**config.mk**
```make
export PLATFORM = sky130hd
export DESIGN_NAME = error_blink_code_sequencer
export DESIGN_NICKNAME = d
export VERILOG_FILES = /design/src/hw/rtl/ebcs_pkg.sv /design/src/hw/rtl/error_blink_code_sequencer.sv /design/src/hw/rtl/ebcs_core.sv
export SDC_FILE = /design/constraint.sdc
export NUM_CORES = 1
export LEC_CHECK = 0
export BUFFER_PORTS_ARGS = -buffer_cell sky130_fd_sc_hd__buf_2
export CAP_MARGIN = 20
export CORE_MARGIN = 5
export CORE_UTILIZATION = 30
export DETAILED_ROUTE_END_ITERATION = 10
export GPL_TIMING_DRIVEN = 0
export SLEW_MARGIN = 10
export SYNTH_ARGS = -nofsm -noshare
export SYNTH_HDL_FRONTEND = slang
export SYNTH_HIERARCHICAL = 1
export SYNTH_SLANG_ARGS = --single-unit
```
**constraint.sdc**
```tcl
create_clock -name clk_i -period 8.12 [get_ports clk_i]
set_input_delay 0.812 -clock clk_i [delete_from_list [all_inputs] [get_ports clk_i]]
set_output_delay 0.812 -clock clk_i [all_outputs]
set_load 0.03 [all_outputs]
```
**src/hw/rtl/ebcs_pkg.sv**
```systemverilog
// ----------------------------------------------------------------------------
// ebcs_pkg
// shared types, command codes and register indexes of the error blink code
// sequencer
// ----------------------------------------------------------------------------
`default_nettype none

package ebcs_pkg;

  // command codes carried in tuser
  localparam logic [1:0] CMD_TICK    = 2'd0;
  localparam logic [1:0] CMD_REPORT  = 2'd1;
  localparam logic [1:0] CMD_RECOVER = 2'd2;
  localparam logic [1:0] CMD_LED     = 2'd3;

  // configuration register indexes
  localparam logic [2:0] REG_SHORT_TIME    = 3'd0;
  localparam logic [2:0] REG_LONG_TIME     = 3'd1;
  localparam logic [2:0] REG_CODE_ON_TIME  = 3'd2;
  localparam logic [2:0] REG_CODE_GAP_TIME = 3'd3;
  localparam logic [2:0] REG_FIRST_HDR     = 3'd4;
  localparam logic [2:0] REG_LATER_HDR     = 3'd5;
  localparam logic [2:0] REG_BUZZER_EN     = 3'd6;

  localparam int unsigned CmdW     = 2;
  localparam int unsigned CodeW    = 4;
  localparam int unsigned TimeW    = 16;
  localparam int unsigned HdrW     = 3;
  localparam int unsigned CfgIdxW  = 3;
  localparam int unsigned InDataW  = 8;  // error_code + led_level, padded to a byte

  // number of distinct codes; code 0 and codes past the end map to the last one
  localparam int unsigned CODE_COUNT = 10;
  localparam logic [CodeW-1:0] CodeLast = CodeW'(CODE_COUNT - 1);

  typedef logic [TimeW-1:0] time_t;

  typedef struct packed {
    time_t           short_time;
    time_t           long_time;
    time_t           code_on_time;
    time_t           code_gap_time;
    logic [HdrW-1:0] first_hdr;
    logic [HdrW-1:0] later_hdr;
    logic            buzzer_en;
  } cfg_t;

  typedef struct packed {
    logic recovery_led;
    logic all_ok_led;
    logic error_led;
    logic buzzer;
  } flags_t;

  // phase of d ticks reloads the counter with d - 1, a zero length counts as one
  function automatic time_t phase_len(input time_t d);
    return (d == '0) ? '0 : d - time_t'(1);
  endfunction

  // header beep count, zero counts as one
  function automatic logic [HdrW-1:0] hdr_fix(input logic [HdrW-1:0] n);
    return (n == '0) ? HdrW'(1) : n;
  endfunction

  // map code 0 and out of range codes to the last code
  function automatic logic [CodeW-1:0] code_fix(input logic [CodeW-1:0] c);
    return (c == '0 || {1'b0, c} >= (CodeW + 1)'(CODE_COUNT)) ? CodeLast : c;
  endfunction

endpackage

`default_nettype wire

```
**src/hw/rtl/error_blink_code_sequencer.sv**
```systemverilog
// ----------------------------------------------------------------------------
// error_blink_code_sequencer
// buzzer and led pattern player for a heartbeat and a list of error codes
// ----------------------------------------------------------------------------
// usage
//   slave stream: one command word per transfer, tuser carries the command
//   (tick, report error, recovery, radio led level), tdata the error code and
//   the led level. every accepted word produces exactly one result word on the
//   master stream with the buzzer and led levels and the stored code count,
//   as they stand after the command.
//   configuration: cfg_we_i writes cfg_data_i to register cfg_idx_i;
//   only write while the streams are idle. unknown indexes are ignored.
//   results are registered, in the output register or, under a stall, in the skid register.
//   throughput: one word per cycle while the skid register is empty; the next
//   pattern state is computed combinationally and the code list memory is read
//   ahead at the next code index, so the registered read never holds up a word.
//   stall: a two-entry output stage (output register plus skid register)
//   keeps accepting while one result waits; tready drops only while both
//   entries are full.
//   reset: heartbeat mode, list empty, all-ok led on, registers at defaults.
//   the code list memory is not cleared; only written entries are ever used.
// ----------------------------------------------------------------------------
`default_nettype none

module error_blink_code_sequencer #(
  parameter int unsigned MAX_ERRORS = 16,
  localparam int unsigned CntW     = $clog2(MAX_ERRORS + 1),
  localparam int unsigned OutDataW = ((4 + CntW + 7) / 8) * 8
) (
  input  wire logic                           clk_i,
  input  wire logic                           rst_ni,
  // slave stream
  input  wire logic                           s_axis_tvalid,
  output      logic                           s_axis_tready,
  input  wire logic [ebcs_pkg::InDataW-1:0]   s_axis_tdata,  // error_code[3:0], led_level[4]
  input  wire logic [ebcs_pkg::CmdW-1:0]      s_axis_tuser,  // cmd[1:0]
  // master stream
  output      logic                           m_axis_tvalid,
  input  wire logic                           m_axis_tready,
  output      logic [OutDataW-1:0]            m_axis_tdata,  // buzzer[0], error_led[1],
                                                             // all_ok_led[2], recovery_led[3],
                                                             // errors_stored[4 +: CntW]
  // configuration write port
  input  wire logic                           cfg_we_i,
  input  wire logic [ebcs_pkg::CfgIdxW-1:0]   cfg_idx_i,
  input  wire logic [ebcs_pkg::TimeW-1:0]     cfg_data_i
);
  import ebcs_pkg::*;

  cfg_t                cfg_q;
  flags_t              flags;
  logic [CntW-1:0]     err_total;
  logic                in_acc;
  logic                out_pop;
  logic [OutDataW-1:0] res_word;

  // output register and skid register
  logic                out_vld_q;
  logic [OutDataW-1:0] out_q;
  logic                skid_vld_q;
  logic [OutDataW-1:0] skid_q;

  assign s_axis_tready = !skid_vld_q;
  assign in_acc        = s_axis_tvalid && s_axis_tready;
  assign out_pop       = out_vld_q && m_axis_tready;

  // configuration registers
  always_ff @(posedge clk_i or negedge rst_ni) begin
    if (!rst_ni) begin
      cfg_q.short_time    <= TimeW'(100);
      cfg_q.long_time     <= TimeW'(1000);
      cfg_q.code_on_time  <= TimeW'(300);
      cfg_q.code_gap_time <= TimeW'(500);
      cfg_q.first_hdr     <= HdrW'(3);
      cfg_q.later_hdr     <= HdrW'(2);
      cfg_q.buzzer_en     <= 1'b1;
    end else if (cfg_we_i) begin
      case (cfg_idx_i)
        REG_SHORT_TIME:    cfg_q.short_time    <= cfg_data_i;
        REG_LONG_TIME:     cfg_q.long_time     <= cfg_data_i;
        REG_CODE_ON_TIME:  cfg_q.code_on_time  <= cfg_data_i;
        REG_CODE_GAP_TIME: cfg_q.code_gap_time <= cfg_data_i;
        REG_FIRST_HDR:     cfg_q.first_hdr     <= cfg_data_i[HdrW-1:0];
        REG_LATER_HDR:     cfg_q.later_hdr     <= cfg_data_i[HdrW-1:0];
        REG_BUZZER_EN:     cfg_q.buzzer_en     <= cfg_data_i[0];
        default: begin
        end
      endcase
    end
  end

  // pattern state and code list
  ebcs_core #(
    .MAX_ERRORS (MAX_ERRORS)
  ) u_core (
    .clk_i       (clk_i),
    .rst_ni      (rst_ni),
    .step_i      (in_acc),
    .cmd_i       (s_axis_tuser),
    .code_i      (s_axis_tdata[CodeW-1:0]),
    .level_i     (s_axis_tdata[CodeW]),
    .cfg_i       (cfg_q),
    .flags_o     (flags),
    .err_total_o (err_total)
  );

  // pack result fields from the lowest bit up, zero padded
  assign res_word = OutDataW'({err_total, flags});

  // control of the two-entry output stage
  always_ff @(posedge clk_i or negedge rst_ni) begin
    if (!rst_ni) begin
      out_vld_q  <= 1'b0;
      skid_vld_q <= 1'b0;
    end else if (skid_vld_q) begin
      // input is held off, skid moves up once the output is taken
      if (out_pop) begin
        skid_vld_q <= 1'b0;
      end
    end else if (in_acc) begin
      if (out_vld_q && !out_pop) begin
        skid_vld_q <= 1'b1;
      end else begin
        out_vld_q <= 1'b1;
      end
    end else if (out_pop) begin
      out_vld_q <= 1'b0;
    end
  end

  // result words
  always_ff @(posedge clk_i) begin
    if (skid_vld_q) begin
      if (out_pop) begin
        out_q <= skid_q;
      end
    end else if (in_acc) begin
      if (out_vld_q && !out_pop) begin
        skid_q <= res_word;
      end else begin
        out_q <= res_word;
      end
    end
  end

  assign m_axis_tvalid = out_vld_q;
  assign m_axis_tdata  = out_q;

  // skid entry only ever sits behind a full output register
  a_skid_behind_out : assert property (@(posedge clk_i) disable iff (!rst_ni)
    skid_vld_q |-> out_vld_q)
    else $error("skid register holds a word while output register is empty");

  // a word accepted under a stalled output lands in the skid register
  a_skid_fill : assert property (@(posedge clk_i) disable iff (!rst_ni)
    (in_acc && out_vld_q && !m_axis_tready) |=> skid_vld_q)
    else $error("accepted word lost under output stall");

  // once a code is stored the all-ok led stays dark
  a_ok_dark : assert property (@(posedge clk_i) disable iff (!rst_ni)
    (in_acc && err_total != '0) |-> !flags.all_ok_led)
    else $error("all-ok led lit with stored error codes");

  // the error led only lights during a beep
  a_err_led_beep : assert property (@(posedge clk_i) disable iff (!rst_ni)
    (in_acc && flags.error_led && cfg_q.buzzer_en) |-> flags.buzzer)
    else $error("error led lit without a beep");

endmodule

`default_nettype wire

```
**src/hw/rtl/ebcs_core.sv**
```systemverilog
// ----------------------------------------------------------------------------
// ebcs_core
// pattern state and stored code list, one command word per cycle
// ----------------------------------------------------------------------------
`default_nettype none

module ebcs_core #(
  parameter int unsigned MAX_ERRORS = 16,
  localparam int unsigned CntW = $clog2(MAX_ERRORS + 1),
  localparam int unsigned IdxW = (MAX_ERRORS > 1) ? $clog2(MAX_ERRORS) : 1
) (
  input  wire logic                        clk_i,
  input  wire logic                        rst_ni,
  input  wire logic                        step_i,
  input  wire logic [ebcs_pkg::CmdW-1:0]   cmd_i,
  input  wire logic [ebcs_pkg::CodeW-1:0]  code_i,
  input  wire logic                        level_i,
  input  wire ebcs_pkg::cfg_t              cfg_i,
  output      ebcs_pkg::flags_t            flags_o,
  output      logic [CntW-1:0]             err_total_o
);
  import ebcs_pkg::*;

  time_t            ticks_q, ticks_d;
  logic             sig_q, sig_d;
  logic             hb_q, hb_d;
  logic             short_next_q, short_next_d;
  logic [HdrW-1:0]  hdr_q, hdr_d;
  logic [CodeW-1:0] beeps_q, beeps_d;
  logic [IdxW-1:0]  idx_q, idx_d;
  logic [CntW-1:0]  total_q, total_d;
  logic             err_led_q, err_led_d;
  logic             ok_led_q, ok_led_d;
  logic             rec_led_q, rec_led_d;

  // code list memory, registered read of the entry at the next code index
  logic [CodeW-1:0] mem_q [MAX_ERRORS];
  logic [CodeW-1:0] rd_q;
  logic             wr_en;
  logic [IdxW-1:0]  wr_addr;
  logic [CodeW-1:0] wr_data;

  logic [CntW-1:0]  idx_inc;
  logic [CodeW-1:0] beeps_dec;

  assign wr_addr   = total_q[IdxW-1:0];
  assign wr_data   = code_fix(code_i);
  assign idx_inc   = CntW'(idx_q) + CntW'(1);
  assign beeps_dec = (beeps_q != '0) ? beeps_q - CodeW'(1) : '0;

  always_comb begin
    ticks_d      = ticks_q;
    sig_d        = sig_q;
    hb_d         = hb_q;
    short_next_d = short_next_q;
    hdr_d        = hdr_q;
    beeps_d      = beeps_q;
    idx_d        = idx_q;
    total_d      = total_q;
    err_led_d    = err_led_q;
    ok_led_d     = ok_led_q;
    rec_led_d    = rec_led_q;
    wr_en        = 1'b0;
    if (step_i) begin
      case (cmd_i)
        CMD_TICK: begin
          if (ticks_q != '0) begin
            ticks_d = ticks_q - time_t'(1);
          end else if (hb_q) begin
            // heartbeat: short beep, short pause, long beep, long pause
            if (!sig_q) begin
              sig_d   = 1'b1;
              ticks_d = phase_len(short_next_q ? cfg_i.short_time : cfg_i.long_time);
            end else begin
              sig_d = 1'b0;
              if (short_next_q) begin
                short_next_d = 1'b0;
                ticks_d      = phase_len(cfg_i.short_time);
              end else begin
                short_next_d = 1'b1;
                ticks_d      = phase_len(cfg_i.long_time);
                if (total_q != '0) begin
                  hb_d = 1'b0;
                end
              end
            end
          end else if (!sig_q) begin
            sig_d     = 1'b1;
            err_led_d = 1'b1;
            if (beeps_q == '0) begin
              if (hdr_q == '0) begin
                hdr_d = hdr_fix((idx_q == '0) ? cfg_i.first_hdr : cfg_i.later_hdr);
              end
              ticks_d = phase_len(cfg_i.short_time);
            end else begin
              ticks_d = phase_len(cfg_i.code_on_time);
            end
          end else begin
            sig_d     = 1'b0;
            err_led_d = 1'b0;
            if (hdr_q != '0) begin
              hdr_d = hdr_q - HdrW'(1);
              if (hdr_q != HdrW'(1)) begin
                ticks_d = phase_len(cfg_i.short_time);
              end else begin
                beeps_d = rd_q;
                ticks_d = phase_len(cfg_i.code_gap_time);
              end
            end else begin
              beeps_d = beeps_dec;
              if (beeps_dec != '0) begin
                ticks_d = phase_len(cfg_i.code_gap_time);
              end else begin
                ticks_d = phase_len(cfg_i.long_time);
                idx_d   = (idx_inc >= total_q) ? '0 : idx_inc[IdxW-1:0];
              end
            end
          end
        end
        CMD_REPORT: begin
          ok_led_d = 1'b0;
          if (total_q < CntW'(MAX_ERRORS)) begin
            wr_en   = 1'b1;
            total_d = total_q + CntW'(1);
          end
        end
        CMD_RECOVER: begin
          rec_led_d = 1'b1;
        end
        CMD_LED: begin
          if (total_q == '0) begin
            ok_led_d = level_i;
          end
        end
        default: begin
        end
      endcase
    end
  end

  always_ff @(posedge clk_i or negedge rst_ni) begin
    if (!rst_ni) begin
      ticks_q      <= '0;
      sig_q        <= 1'b0;
      hb_q         <= 1'b1;
      short_next_q <= 1'b1;
      hdr_q        <= '0;
      beeps_q      <= '0;
      idx_q        <= '0;
      total_q      <= '0;
      err_led_q    <= 1'b0;
      ok_led_q     <= 1'b1;
      rec_led_q    <= 1'b0;
    end else begin
      ticks_q      <= ticks_d;
      sig_q        <= sig_d;
      hb_q         <= hb_d;
      short_next_q <= short_next_d;
      hdr_q        <= hdr_d;
      beeps_q      <= beeps_d;
      idx_q        <= idx_d;
      total_q      <= total_d;
      err_led_q    <= err_led_d;
      ok_led_q     <= ok_led_d;
      rec_led_q    <= rec_led_d;
    end
  end

  // write at the fill position, forward it when the read hits the same entry
  always_ff @(posedge clk_i) begin
    if (wr_en) begin
      mem_q[wr_addr] <= wr_data;
    end
    if (wr_en && wr_addr == idx_d) begin
      rd_q <= wr_data;
    end else begin
      rd_q <= mem_q[idx_d];
    end
  end

  assign flags_o.buzzer       = sig_d & cfg_i.buzzer_en;
  assign flags_o.error_led    = err_led_d;
  assign flags_o.all_ok_led   = ok_led_d;
  assign flags_o.recovery_led = rec_led_d;
  assign err_total_o          = total_d;

endmodule

`default_nettype wire

```
==> results.md <==
- Post-route DRC: 0
- Share of cells above drive strength 1: 23.3%
- Routed Antenna Nets: 0
- Via density: 5.43
- Pwr Density: 238 nW/um^2
- Slew Viols, Final: 0
- Mapped cell area: 11400 sq um
- Pre-antenna DRT Iters: 5
- CP required: 8.45 ns
- Final total power: 0.00309 W
- Mapped Avg Cell Area: 11.3 sq um
- Max-Cap Viols: 0
- Top-area cell type share of the netlist area: 21.6%
- Pin count of the biggest net entering global routing: 58
- Seq cells post-synth: 197
- Synth top area cells: edfxtp_1 (22%), dfrtp_1 (19%), mux2_2 (6.3%), dfstp_2 (6.0%), mux4_2 (4.0%)
- Routed wire length: 34200 um
- Hold slack: 0.309 ns
- First-pass GRT wire length: 52400 um
- Post-CTS Setup Bufs: 0
- Starting DRT DRC Count: 920
- Arrival time at the worst endpoint: 6.80 ns
- Global Route Usage Sum: 16.5%
- Leak: 4.65 nW
- PortBufs: 41
- Fin crit period: 6.47 ns
- Chip height: 205 um
- Crit end category: register
- Hpwl dp: 25800 um
- Clock Path Buffers: 2
- Ys flop type: dfrtp_1
- Final hold viol count: 0
- Sum Neg Setup Slack: 0 ns
- Vias in the first global route: 8564
- Clock latency at the later pin of the worst-skew pair: 0.47 ns
- TritonCTS clock tree: done
- Post-CTS resize count: 0
- Worst-Margin Slew: 1.08 ns
- Final setup viols: 0
- HP Class: in -> async
- Die Wd: 205 um
- Status: completed
- Clock Skew: 0.0175 ns
- Fin nets: 1139
- GR Overflow Total: 0
- Area delta synth->final: 13.6%
- RSZ-0062 raised after global routing: no
- Syn Inst Count: 1011
- Most frequent cell after synthesis: dfrtp_1
- Hold-fix buffer count after cts: 0
- Seq/Total Area, Yosys: 47.0%
- Routed len/inst: 21.3 um
- GPL Wtd Cong: 0.974
- Clock sinks: 197
- Initial antenna violation count: 1
- Vias: 8725
- Initial Util: 30.3%
- CTS Buf Count: 17
- Unique masters post-synth: 85
- Crit path kind: reg -> reg
- IO Count: 52
- Most instantiated cells after synthesis: dfrtp_1 (85), edfxtp_1 (82), mux2_2 (64)
- Final Util: 34.5%
- Critical path launch point type: register
- CP max FO: 10
- Clock Root Buffer: clkbuf_16
- Placeable core region: 37600 sq um
- Yosys Warn Count: 6
- Peak VDD IR: 0.213 mV
- Async SR Flop Fraction: 56.3%
- Post-synth EDFFs: 82
- H-tree levels: 4
- Maximum clock rate: 0.155 GHz
- Area leader, netlist: edfxtp_1
- Die area: 42000 sq um
- Antenna Cells: 0
- Worst-path clk slew: 0.08 ns
- Max-slew headroom at the worst pin: 27.6%
- Cell Rows: 71
- Final Cycle Share: 79.7%
## metrics by stage
stage | std cells | setup WS, ns | cell area (sq um)
2_1_floorplan | 1017 | 3.93 | 11400
3_5_place_dp | 1572 | 1.98 | 12300
5_1_grt | 1606 | 1.42 | 13000
3_3_place_gp | 1569 | 1.92 | 12300
4_1_cts | 1604 | 1.94 | 12900
6_report | 1606 | 1.65 | 13000
## registers in the layout, summed over array words and instances, names as in the netlist, named ones only
name / cells
cfg_q: 71
m_axis_tdata: 9
m_axis_tvalid: 1
skid_q: 9
skid_vld_q: 1
u_core/beeps_q: 4
u_core/err_led_q: 1
u_core/hb_q: 1
u_core/hdr_q: 3
u_core/idx_q: 4
u_core/mem_q: 64
u_core/ok_led_q: 1
u_core/rec_led_q: 1
u_core/short_next_q: 1
u_core/sig_q: 1
u_core/ticks_q: 16
u_core/total_q: 5
## layer usage
layer	wire length (um)	vias to the layer above	GRT usage, %
met5	7	-	0
met3	2550	49	3.83
met4	784	2	5.19
met2	15500	354	25.5
li1	-	3968	-
met1	15400	4352	23.0
## power by group
part	internal, W	switching, W	leakage, nW	total [W]
registers	0.00121	0.000170	2.07	0.00138
clock network	0.000469	0.000420	0.293	0.000890
logic	0.000334	0.000486	2.28	0.000820
total	0.00201	0.00108	4.65	0.00309
## cells by family after synthesis
kind of cell             after synthesis  share of synthesized area (%)
flip-flops                           197                           47.0
buffers and inverters                 90                           3.91
AND/OR/NAND/NOR                      307                           14.7
other                                  1                         0.0329
multiplexers                         124                           14.7
adder cells (fa/ha/maj)               23                           2.52
AO/OA/AOI/OAI                        202                           12.1
XOR/XNOR                              67                           5.15
## area by class of cell
| type | count | area, sq um |
|---|---|---|
| fill | 3745 | 24600 |
| timing repair buffer | 46 | 264 |
| buffer | 59 | 329 |
| inverter | 31 | 116 |
| tap | 511 | 639 |
| clock inverter | 14 | 185 |
| multi-input combinational | 730 | 5640 |
| sequential | 197 | 5350 |
| clock buffer | 18 | 429 |
## critical path: stages (launching register included)
cell and delay (ns):
dfstp_2 0.60, clkbuf_1 0.46, clkbuf_1 0.66, buf_1 0.64, clkbuf_1 0.71, mux2i_1 0.28
ha_1 0.24, or4b_1 0.58, a222oi_1 0.95, a31oi_1 0.55, a21oi_1 0.40, o21a_1 0.17
o41ai_2 0.08
## cells in the final DEF, fill, tap and decap left out, drive strengths merged, types with 9 or more instances in the layout
master,netlist,final
a21o,11,11
a21oi,38,38
buf,28,74
clkbuf,31,49
dfrtp,85,85
dfstp,26,26
edfxtp,82,82
ha,23,23
inv,31,38
mux2,84,84
mux2i,20,20
mux4,20,20
nand2,54,54
nand3,24,24
nand4,13,13
nor2,59,59
nor3,57,57
nor3b,9,9
nor4,23,23
o21ai,53,53
o221ai,9,9
o22ai,20,20
or4,10,10
xnor2,38,38
xor2,29,29
## final timing paths
| check | startpoint | to | slack [ns] | cells after the start |
|---|---|---|---|---|
| min | rst_ni | cfg_q[20] | 0.31 | 1 |
| max in group asynchronous | rst_ni | cfg_q[57] | 7.11 | 2 |
| min in group clk_i | u_core/rec_led_q | u_core/rec_led_q | 0.47 | 1 |
| max reg2reg | u_core/short_next_q | u_core/ticks_q[11] | 1.65 | 12 |
| max | u_core/short_next_q | u_core/ticks_q[11] | 1.65 | 12 |
| min reg2reg | u_core/rec_led_q | u_core/rec_led_q | 0.47 | 1 |
Power figures use the tool's default switching activity.
